--- src/cits_pkg.sv ---
package cits_pkg;

  // Configuration register indexes
  localparam int CFG_IDX_W = 1;
  localparam logic [CFG_IDX_W-1:0] REG_LOOK_AHEAD = 1'd0;
  localparam logic [CFG_IDX_W-1:0] REG_VERT_RANGE = 1'd1;

  localparam logic [31:0] LOOK_AHEAD_RST = 32'd196608;
  localparam logic [30:0] VERT_RANGE_RST = 31'd128000;
  localparam logic [31:0] BEST_TIME_RST  = 32'hFFFF_FFFF;

  // One classified sample, handed from the front end to the back end
  typedef struct packed {
    logic               skip;        // zero rvx, zero rx or separating motion
    logic               from_lower;  // sample X below observer X
    logic               last;        // final sample of a frame
    logic        [32:0] mag_rx;
    logic        [32:0] mag_rvx;
    logic        [32:0] mag_rvz;
    logic               rvz_neg;
    logic signed [32:0] rz;
  } cits_entry_t;

  // Live register values
  typedef struct packed {
    logic [31:0] look_ahead;
    logic [30:0] vert_range;
  } cits_cfg_t;

  // Back end sequencer states
  typedef enum logic [8:0] {
    S_IDLE = 9'b000000001,
    S_PRE  = 9'b000000010,
    S_DIV  = 9'b000000100,
    S_CHK  = 9'b000001000,
    S_MUL0 = 9'b000010000,
    S_MUL1 = 9'b000100000,
    S_SEP  = 9'b001000000,
    S_CMP  = 9'b010000000,
    S_FIN  = 9'b100000000
  } cits_state_t;

endpackage

--- src/closest_impact_threat_search.sv ---
// Channel   Direction  tdata (low bit up)                          side bits
// in_       slave      sample x,z,vx,vz; observer x,z,vx,vz (8x32) tlast: last_sample
// out_      master     from_lower_x, impact_time, 7 zero bits       tuser: threat_found
// cfg_      write      index 0 look_ahead_time, 1 vertical_range    none
//
// A request that reaches the vertical test goes through load, setup, serial division
// one quotient bit at a time, time check, two multiply halves, sum, compare, finish.
// One that fails the time check goes from there to finish, and one that fails the sign
// or overflow tests from setup to finish. The queue takes new requests until full; the
// output register holds a frame result until out_tready and a frame end waits on it.
// Reset is synchronous, active low, and clears control and running state.
module closest_impact_threat_search
  import cits_pkg::*;
#(
  parameter int QUEUE_DEPTH = 2
) (
  input  logic                 clk,
  input  logic                 rst_n,
  input  logic                 in_tvalid,
  output logic                 in_tready,
  input  logic [255:0]         in_tdata,   // sample_x, sample_z, sample_vx, sample_vz,
                                           // observer_x, observer_z, observer_vx,
                                           // observer_vz
  input  logic                 in_tlast,
  output logic                 out_tvalid,
  input  logic                 out_tready,
  output logic [39:0]          out_tdata,  // from_lower_x, impact_time, zero fill
  output logic                 out_tuser,  // threat_found
  input  logic                 cfg_we,
  input  logic [CFG_IDX_W-1:0] cfg_index,
  input  logic [31:0]          cfg_data
);

  cits_cfg_t   cfg_r;
  cits_entry_t push_entry;
  cits_entry_t pop_entry;
  logic        q_full;
  logic        q_empty;
  logic        q_pop;
  logic        found;
  logic        lower;
  logic [31:0] itime;

  // Configuration registers
  always_ff @(posedge clk) begin
    if (!rst_n) begin
      cfg_r.look_ahead <= LOOK_AHEAD_RST;
      cfg_r.vert_range <= VERT_RANGE_RST;
    end else if (cfg_we) begin
      case (cfg_index)
        REG_LOOK_AHEAD: cfg_r.look_ahead <= cfg_data;
        REG_VERT_RANGE: cfg_r.vert_range <= cfg_data[30:0];
        default: ;
      endcase
    end
  end

  assign in_tready = !q_full;

  cits_front u_front (
    .sample_data (in_tdata),
    .sample_last (in_tlast),
    .entry       (push_entry)
  );

  cits_queue #(
    .DEPTH (QUEUE_DEPTH)
  ) u_queue (
    .clk       (clk),
    .rst_n     (rst_n),
    .push      (in_tvalid && !q_full),
    .push_data (push_entry),
    .pop       (q_pop),
    .pop_data  (pop_entry),
    .full      (q_full),
    .empty     (q_empty)
  );

  cits_back u_back (
    .clk       (clk),
    .rst_n     (rst_n),
    .cfg       (cfg_r),
    .q_empty   (q_empty),
    .q_data    (pop_entry),
    .q_pop     (q_pop),
    .out_valid (out_tvalid),
    .out_ready (out_tready),
    .out_found (found),
    .out_lower (lower),
    .out_time  (itime)
  );

  assign out_tdata = {7'd0, itime, lower};
  assign out_tuser = found;

endmodule

--- src/cits_front.sv ---
module cits_front
  import cits_pkg::*;
(
  input  logic [255:0] sample_data,  // sample_x, sample_z, sample_vx, sample_vz,
                                     // observer_x, observer_z, observer_vx, observer_vz
  input  logic         sample_last,
  output cits_entry_t  entry
);

  logic signed [32:0] rx;
  logic signed [32:0] rz;
  logic signed [32:0] rvx;
  logic signed [32:0] rvz;

  // Form relative position and velocity at 33 bits
  always_comb begin
    rx  = {sample_data[31],  sample_data[31:0]}
        - {sample_data[159], sample_data[159:128]};
    rz  = {sample_data[63],  sample_data[63:32]}
        - {sample_data[191], sample_data[191:160]};
    rvx = {sample_data[95],  sample_data[95:64]}
        - {sample_data[223], sample_data[223:192]};
    rvz = {sample_data[127], sample_data[127:96]}
        - {sample_data[255], sample_data[255:224]};
  end

  // Classify: a positive time needs rx nonzero and of opposite sign to rvx
  always_comb begin
    entry.skip       = (rvx == 33'sd0) || (rx == 33'sd0) || (rx[32] == rvx[32]);
    entry.from_lower = rx[32];
    entry.last       = sample_last;
    entry.mag_rx     = rx[32]  ? 33'(-rx)  : 33'(rx);
    entry.mag_rvx    = rvx[32] ? 33'(-rvx) : 33'(rvx);
    entry.mag_rvz    = rvz[32] ? 33'(-rvz) : 33'(rvz);
    entry.rvz_neg    = rvz[32];
    entry.rz         = rz;
  end

endmodule

--- src/cits_queue.sv ---
module cits_queue
  import cits_pkg::*;
#(
  parameter int DEPTH = 2
) (
  input  logic        clk,
  input  logic        rst_n,
  input  logic        push,
  input  cits_entry_t push_data,
  input  logic        pop,
  output cits_entry_t pop_data,
  output logic        full,
  output logic        empty
);

  localparam int PTR_W = (DEPTH > 1) ? $clog2(DEPTH) : 1;
  localparam int CNT_W = $clog2(DEPTH + 1);
  localparam logic [PTR_W-1:0] PTR_LAST = PTR_W'(DEPTH - 1);
  localparam logic [CNT_W-1:0] CNT_FULL = CNT_W'(DEPTH);

  cits_entry_t      slot_r [DEPTH];
  logic [PTR_W-1:0] wr_ptr_r, wr_ptr_nxt;
  logic [PTR_W-1:0] rd_ptr_r, rd_ptr_nxt;
  logic [CNT_W-1:0] count_r,  count_nxt;

  assign full     = (count_r == CNT_FULL);
  assign empty    = (count_r == '0);
  assign pop_data = slot_r[rd_ptr_r];

  // Advance pointers and fill count
  always_comb begin
    wr_ptr_nxt = wr_ptr_r;
    rd_ptr_nxt = rd_ptr_r;
    count_nxt  = count_r;
    if (push) begin
      wr_ptr_nxt = (wr_ptr_r == PTR_LAST) ? '0 : wr_ptr_r + 1'b1;
    end
    if (pop) begin
      rd_ptr_nxt = (rd_ptr_r == PTR_LAST) ? '0 : rd_ptr_r + 1'b1;
    end
    if (push && !pop) begin
      count_nxt = count_r + 1'b1;
    end else if (pop && !push) begin
      count_nxt = count_r - 1'b1;
    end
  end

  always_ff @(posedge clk) begin
    if (!rst_n) begin
      wr_ptr_r <= '0;
      rd_ptr_r <= '0;
      count_r  <= '0;
    end else begin
      wr_ptr_r <= wr_ptr_nxt;
      rd_ptr_r <= rd_ptr_nxt;
      count_r  <= count_nxt;
    end
  end

  // Store the pushed request
  always_ff @(posedge clk) begin
    if (push) begin
      slot_r[wr_ptr_r] <= push_data;
    end
  end

endmodule

--- src/cits_back.sv ---
module cits_back
  import cits_pkg::*;
(
  input  logic        clk,
  input  logic        rst_n,
  input  cits_cfg_t   cfg,
  input  logic        q_empty,
  input  cits_entry_t q_data,
  output logic        q_pop,
  output logic        out_valid,
  input  logic        out_ready,
  output logic        out_found,
  output logic        out_lower,
  output logic [31:0] out_time
);

  cits_state_t        state_r,   state_nxt;
  cits_entry_t        ent_r;
  logic        [32:0] rem_r;
  logic        [31:0] shf_r;
  logic        [31:0] quot_r;
  logic        [4:0]  cnt_r;
  logic        [48:0] p0_r;
  logic        [48:0] p1_r;
  logic        [49:0] prod_r;
  logic        [31:0] best_time_r;
  logic               have_r;
  logic               best_lower_r;
  logic               out_valid_r;
  logic               out_found_r;
  logic               out_lower_r;
  logic        [31:0] out_time_r;

  logic               ovf;
  logic        [33:0] trial;
  logic        [33:0] trial_diff;
  logic               time_ok;
  logic signed [51:0] sep;
  logic signed [51:0] vr_s;
  logic               sep_ok;
  logic               out_free;

  assign q_pop     = (state_r == S_IDLE) && !q_empty;
  assign out_valid = out_valid_r;
  assign out_found = out_found_r;
  assign out_lower = out_lower_r;
  assign out_time  = out_time_r;
  assign out_free  = !out_valid_r || out_ready;

  // Quotient of 2^32 or more counts as beyond the look-ahead
  assign ovf = ({16'd0, ent_r.mag_rx} >= {ent_r.mag_rvx, 16'd0});

  // One restoring division step
  assign trial      = {rem_r, shf_r[31]};
  assign trial_diff = trial - {1'b0, ent_r.mag_rvx};

  assign time_ok = (quot_r != 32'd0) && (quot_r <= cfg.look_ahead)
                && (!have_r || (quot_r < best_time_r));

  // Predicted vertical separation against the range
  assign sep    = ent_r.rvz_neg ? (52'(ent_r.rz) - 52'(signed'({2'b00, prod_r})))
                                : (52'(ent_r.rz) + 52'(signed'({2'b00, prod_r})));
  assign vr_s   = 52'(signed'({1'b0, cfg.vert_range}));
  assign sep_ok = (sep <= vr_s) && (sep >= -vr_s);

  // Sequence one request
  always_comb begin
    state_nxt = state_r;
    case (state_r)
      S_IDLE: if (!q_empty) state_nxt = S_PRE;
      S_PRE:  state_nxt = (ent_r.skip || ovf) ? S_FIN : S_DIV;
      S_DIV:  if (cnt_r == 5'd0) state_nxt = S_CHK;
      S_CHK:  state_nxt = time_ok ? S_MUL0 : S_FIN;
      S_MUL0: state_nxt = S_MUL1;
      S_MUL1: state_nxt = S_SEP;
      S_SEP:  state_nxt = S_CMP;
      S_CMP:  state_nxt = S_FIN;
      S_FIN:  if (!ent_r.last || out_free) state_nxt = S_IDLE;
      default: state_nxt = S_IDLE;
    endcase
  end

  always_ff @(posedge clk) begin
    if (!rst_n) begin
      state_r <= S_IDLE;
    end else begin
      state_r <= state_nxt;
    end
  end

  // Datapath: load, divide, multiply in two halves, add
  always_ff @(posedge clk) begin
    case (state_r)
      S_IDLE: if (!q_empty) ent_r <= q_data;
      S_PRE: begin
        rem_r  <= {16'd0, ent_r.mag_rx[32:16]};
        shf_r  <= {ent_r.mag_rx[15:0], 16'd0};
        quot_r <= '0;
        cnt_r  <= 5'd31;
      end
      S_DIV: begin
        if (!trial_diff[33]) begin
          rem_r  <= trial_diff[32:0];
          quot_r <= {quot_r[30:0], 1'b1};
        end else begin
          rem_r  <= trial[32:0];
          quot_r <= {quot_r[30:0], 1'b0};
        end
        shf_r <= {shf_r[30:0], 1'b0};
        cnt_r <= cnt_r - 5'd1;
      end
      S_MUL0: p0_r   <= ent_r.mag_rvz * quot_r[15:0];
      S_MUL1: p1_r   <= ent_r.mag_rvz * quot_r[31:16];
      S_SEP:  prod_r <= {1'b0, p1_r} + {17'd0, p0_r[48:16]};
      default: ;
    endcase
  end

  // Hold the best candidate; clear it when the frame result is loaded for output
  always_ff @(posedge clk) begin
    if (!rst_n) begin
      best_time_r  <= BEST_TIME_RST;
      have_r       <= 1'b0;
      best_lower_r <= 1'b0;
    end else if (state_r == S_CMP && sep_ok) begin
      best_time_r  <= quot_r;
      have_r       <= 1'b1;
      best_lower_r <= ent_r.from_lower;
    end else if (state_r == S_FIN && ent_r.last && out_free) begin
      best_time_r  <= BEST_TIME_RST;
      have_r       <= 1'b0;
      best_lower_r <= 1'b0;
    end
  end

  // Output register
  always_ff @(posedge clk) begin
    if (!rst_n) begin
      out_valid_r <= 1'b0;
    end else if (state_r == S_FIN && ent_r.last && out_free) begin
      out_valid_r <= 1'b1;
    end else if (out_ready) begin
      out_valid_r <= 1'b0;
    end
  end

  always_ff @(posedge clk) begin
    if (state_r == S_FIN && ent_r.last && out_free) begin
      out_found_r <= have_r;
      out_lower_r <= have_r && best_lower_r;
      out_time_r  <= have_r ? best_time_r : 32'd0;
    end
  end

endmodule

--- config.mk ---
export PLATFORM = sky130hd
export DESIGN_NAME = closest_impact_threat_search
export DESIGN_NICKNAME = d
export VERILOG_FILES = /design/src/cits_pkg.sv /design/src/closest_impact_threat_search.sv /design/src/cits_front.sv /design/src/cits_queue.sv /design/src/cits_back.sv
export SDC_FILE = /design/constraint.sdc
export NUM_CORES = 2
export LEC_CHECK = 0
export BUFFER_PORTS_ARGS = -buffer_cell sky130_fd_sc_hd__buf_2
export CORE_MARGIN = 2
export CORE_UTILIZATION = 50
export DETAILED_ROUTE_END_ITERATION = 16
export GPL_TIMING_DRIVEN = 0
export PLACE_DENSITY_LB_ADDON = 0.15
export SETUP_SLACK_MARGIN = 0.3
export SKIP_CTS_REPAIR_TIMING = 1
export SLEW_MARGIN = 15
export SYNTH_ARGS = -nofsm -noshare
export SYNTH_HDL_FRONTEND = slang
export SYNTH_SLANG_ARGS = --single-unit
--- constraint.sdc ---
create_clock -name clk -period 8.27 [get_ports clk]
set_input_delay 2.481 -clock clk [delete_from_list [all_inputs] [get_ports clk]]
set_output_delay 2.481 -clock clk [all_outputs]
set_load 0.01 [all_outputs]
==> report_table.html <==
<table>
<tr><th>Metric</th><th>Value</th></tr>
<tr><th colspan="2">Status</th></tr>
<tr><td>Status</td><td>completed</td></tr>
<tr><th colspan="2">Layout</th></tr>
<tr><td>Fraction of final layout cells with drive strength greater than 1</td><td>10.81%</td></tr>
<tr><td>Area added between synthesis and finish</td><td>10.98%</td></tr>
<tr><td>Most frequent cells in the layout</td><td>1182 x sky130_fd_sc_hd__nand2_1, 1169 x sky130_fd_sc_hd__inv_1, 870 x sky130_fd_sc_hd__fa_1, 660 x sky130_fd_sc_hd__edfxtp_1, 651 x sky130_fd_sc_hd__ha_1</td></tr>
<tr><td>Most common cell after layout, fill and taps aside</td><td>sky130_fd_sc_hd__nand2_1</td></tr>
<tr><td>Utilization of the core after routing</td><td>55.72%</td></tr>
<tr><td>Post-layout nets</td><td>10670</td></tr>
<tr><td>Final Non-Filler Cells</td><td>11090</td></tr>
<tr><th colspan="2">Worst setup path</th></tr>
<tr><td>Setup Crit Path Kind</td><td>reg -&gt; reg</td></tr>
<tr><td>Number of cells on the critical path</td><td>34</td></tr>
<tr><td>Required time reported for the critical path endpoint</td><td>8.88 ns</td></tr>
<tr><td>Critical path launch point type</td><td>flop</td></tr>
<tr><td>Max stage delay on crit path</td><td>0.58 ns</td></tr>
<tr><td>CP Max Fanout</td><td>7</td></tr>
<tr><td>Crit-path slowest cell</td><td>sky130_fd_sc_hd__or4_4</td></tr>
<tr><td>Cell type group with the largest total delay on the critical path</td><td>simple AND/OR/NAND/NOR gates</td></tr>
<tr><td>Worst Path Arrival</td><td>8.57 ns</td></tr>
<tr><td>Count of buffer and inverter cells on the critical path</td><td>7</td></tr>
<tr><td>Endpoint class of the critical path</td><td>flop</td></tr>
<tr><td>Depth of the worst register-to-register path</td><td>34</td></tr>
<tr><th colspan="2">Global route</th></tr>
<tr><td>GRT Residual Overflow</td><td>0</td></tr>
<tr><td>Initial antenna violation count</td><td>16</td></tr>
<tr><td>Number of global-route vias before repair</td><td>62020</td></tr>
<tr><td>Wire length of the first global-routing pass</td><td>355000 um</td></tr>
<tr><td>Total global routing track utilization</td><td>28.33%</td></tr>
<tr><td>Pin count of the biggest net entering global routing</td><td>56</td></tr>
<tr><th colspan="2">Place</th></tr>
<tr><td>Placer Congestion</td><td>0.9837</td></tr>
<tr><td>Final HPWL from detailed placement</td><td>189500 um</td></tr>
<tr><td>Cell count after placement</td><td>10880</td></tr>
<tr><td>Count of buffers from port buffering</td><td>330</td></tr>
<tr><th colspan="2">Route</th></tr>
<tr><td>Via-per-instance ratio</td><td>5.542</td></tr>
<tr><td>Vias</td><td>61460</td></tr>
<tr><td>Wire length on met2</td><td>107100 um</td></tr>
<tr><td>Routed wirelength normalized by instance count</td><td>20.80 um</td></tr>
<tr><td>Number of nets still failing antenna checks after routing</td><td>0</td></tr>
<tr><td>Top layer used by detailed routing</td><td>met5</td></tr>
<tr><td>Number of DRC markers in iteration 0</td><td>4387</td></tr>
<tr><td>DRC errors left</td><td>0</td></tr>
<tr><td>Total met3 wirelength after detailed routing</td><td>15930 um</td></tr>
<tr><td>Number of iterations in the first detailed-routing pass</td><td>7</td></tr>
<tr><td>Total routed wire length on the met1 layer</td><td>97610 um</td></tr>
<tr><td>WL final</td><td>230700 um</td></tr>
<tr><th colspan="2">Yosys</th></tr>
<tr><td>Number of enable flip-flop cells after synthesis</td><td>660</td></tr>
<tr><td>Post-synthesis sequential element count</td><td>771</td></tr>
<tr><td>Count of cell types in the netlist</td><td>110</td></tr>
<tr><td>Ys Warns</td><td>0</td></tr>
<tr><td>Post-synth ARST share</td><td>0%</td></tr>
<tr><td>Post-synthesis simple-gate area fraction</td><td>15.38%</td></tr>
<tr><td>Fraction of synthesized area in multiplexers</td><td>2.848%</td></tr>
<tr><td>XOR/XNOR Fraction of Synth Area</td><td>4.952%</td></tr>
<tr><td>Largest family of logic cells by synthesized area</td><td>adder cells</td></tr>
<tr><td>Synth Area in Adders</td><td>31.81%</td></tr>
<tr><td>Synthesized area per cell</td><td>9.621 um2</td></tr>
<tr><td>Sequential element share of the synthesized area</td><td>27.40%</td></tr>
<tr><td>Compound-Gate Fraction of Synth Area</td><td>10.27%</td></tr>
<tr><td>Cell count after synthesis</td><td>8360</td></tr>
<tr><td>Dominant synthesized flop cell</td><td>sky130_fd_sc_hd__edfxtp_1</td></tr>
<tr><td>Mapped cell area</td><td>80430 um2</td></tr>
<tr><th colspan="2">Floorplanning</th></tr>
<tr><td>Die height</td><td>405.1 um</td></tr>
<tr><td>Starting density of the core</td><td>50.21%</td></tr>
<tr><td>Area enclosed by the die boundary</td><td>164100 um2</td></tr>
<tr><td>Core Area</td><td>160200 um2</td></tr>
<tr><td>Standard-cell rows</td><td>147</td></tr>
<tr><td>Total I/O pin count</td><td>338</td></tr>
<tr><td>Horizontal die dimension</td><td>405.1 um</td></tr>
<tr><th colspan="2">Clock network</th></tr>
<tr><td>Max clock buf depth</td><td>3</td></tr>
<tr><td>Clock buffers created by TritonCTS</td><td>83</td></tr>
<tr><td>CTS clock-pin slew for the worst setup and hold paths</td><td>0.06 ns</td></tr>
<tr><td>Clock latency at the later pin of the worst-skew pair</td><td>0.70 ns</td></tr>
<tr><td>H-tree Lvls</td><td>3</td></tr>
<tr><td>CTS Root Buffer Type</td><td>sky130_fd_sc_hd__clkbuf_16</td></tr>
<tr><td>TritonCTS Sinks</td><td>771</td></tr>
<tr><td>Clock tree from TritonCTS</td><td>built</td></tr>
<tr><th colspan="2">Timing</th></tr>
<tr><td>Total negative setup slack</td><td>0 ns</td></tr>
<tr><td>Unrepaired setup endpoints after global routing</td><td>true</td></tr>
<tr><td>Achievable clock frequency</td><td>125.6 MHz</td></tr>
<tr><td>Max-Slew Margin vs Limit</td><td>20.99%</td></tr>
<tr><td>Worst hold margin</td><td>0.4578 ns</td></tr>
<tr><td>Clock period minus final worst setup slack</td><td>7.961 ns</td></tr>
<tr><td>Transition at the pin with the smallest max-transition slack</td><td>1.185 ns</td></tr>
<tr><td>Final Skew</td><td>0.03918 ns</td></tr>
<tr><td>Final count of hold timing violations</td><td>0</td></tr>
<tr><td>Final setup viols</td><td>0</td></tr>
<tr><td>Share of the cycle needed by the critical path after routing</td><td>96.26%</td></tr>
<tr><td>Number of max-slew violations in the final report</td><td>0</td></tr>
<tr><th colspan="2">Flow run</th></tr>
<tr><td>MaxCap Viol Count</td><td>0</td></tr>
<tr><th colspan="2">Hold path</th></tr>
<tr><td>Hold Crit Depth</td><td>2</td></tr>
<tr><td>Worst hold path type</td><td>reg -&gt; reg</td></tr>
</table>
==> flip-flops by register name (all words and copies together), names as in the netlist, 2 cells and up <==
name	cells
u_back.p1_r	49
u_back.out_time	32
u_back.p0_r	33
cfg_r	63
u_back.quot_r	32
u_back.cnt_r	5
u_back.prod_r	50
u_back.shf_r	16
u_queue.count_r	2
u_back.rem_r	33
u_queue.slot_r	272
u_back.state_r	9
u_back.ent_r	136
u_back.best_time_r	32
==> area by class of cell <==
class,instances,area (um2)
fillers,14370,70940
multi-input cells,6058,53080
flip-flops and latches,771,22040
inverters,1171,4395
well taps,2160,2703
repair buffers,404,2552
clock buffers,105,2206
plain buffers,365,1799
clock inverters,47,465.4
diodes,9,22.52
==> worst paths after layout <==
kind	start	endpoint	slack, ns
setup / recovery	u_back.prod_r[14]$_DFFE_PN_	u_back.best_time_r[12]$_SDFFE_PN1P_	0.31
hold / removal	cfg_r[51]$_SDFFE_PN0P_	cfg_r[51]$_SDFFE_PN0P_	0.46
setup reg to reg	u_back.prod_r[14]$_DFFE_PN_	u_back.best_time_r[12]$_SDFFE_PN1P_	0.31
hold reg to reg	cfg_r[51]$_SDFFE_PN0P_	cfg_r[51]$_SDFFE_PN0P_	0.46
==> per-layer routing <==
metal | up-vias | track usage (%)
met5 | - | 0
met4 | 10 | 11.12
met3 | 368 | 4.532
met2 | 1917 | 46.36
met1 | 30380 | 37.70
li1 | 28790 | -
==> synthesized netlist by cell type (59+ instances only) <==
cell	n	area [um2]
sky130_fd_sc_hd__ha_1	653	8170
sky130_fd_sc_hd__fa_1	870	17420
sky130_fd_sc_hd__nand4_1	78	488.0
sky130_fd_sc_hd__a21o_1	165	1239
sky130_fd_sc_hd__clkbuf_1	309	1160
sky130_fd_sc_hd__inv_1	1171	4395
sky130_fd_sc_hd__xor2_1	112	980.9
sky130_fd_sc_hd__nand3_1	89	445.4
sky130_fd_sc_hd__nor2_1	379	1423
sky130_fd_sc_hd__xnor2_1	339	2969
sky130_fd_sc_hd__o21ai_0	223	1116
sky130_fd_sc_hd__and2_1	394	2465
sky130_fd_sc_hd__nor4_1	76	475.5
sky130_fd_sc_hd__nand2b_1	59	369.1
sky130_fd_sc_hd__mux2i_1	68	680.7
sky130_fd_sc_hd__o21a_1	74	555.5
sky130_fd_sc_hd__edfxtp_1	660	19820
sky130_fd_sc_hd__mux2_2	143	1610
sky130_fd_sc_hd__dfxtp_1	111	2222
sky130_fd_sc_hd__a21oi_1	402	2012
sky130_fd_sc_hd__nand2_1	1186	4452
sky130_fd_sc_hd__nor3_1	103	515.5
==> cells by family after synthesis <==
logic type               Yosys count
AO/OA/AOI/OAI                   1266
buffers and inverters           1537
other                              1
XOR/XNOR                         453
adder cells (fa/ha/maj)         1523
flip-flops                       771
AND/OR/NAND/NOR                 2598
multiplexers                     211
==> worst reg2reg max path: cells and delay by family (launching register included) <==
family | cells | cell delay [ns]
buffers and inverters | 7 | 1.15
adders and majority gates | 2 | 0.63
muxes | 1 | 0.18
DFF | 1 | 0.41
and+or+nand+nor | 12 | 3.37
AOI/OAI and AO/OA | 10 | 1.90
xor gates and xnor gates | 2 | 0.27
==> through the flow <==
step	cell area (um2)	setup slack, ns
detailed placement	85230	-1.630
global route	89240	-0.05727
CTS	87900	-1.726
floorplan	80460	1.182
global placement	84810	-1.648
finish	89260	0.3094
Power is left out: the tool's default activity adds up to more than one toggle a clock period on the data nets, which glitch-free logic cannot reach.
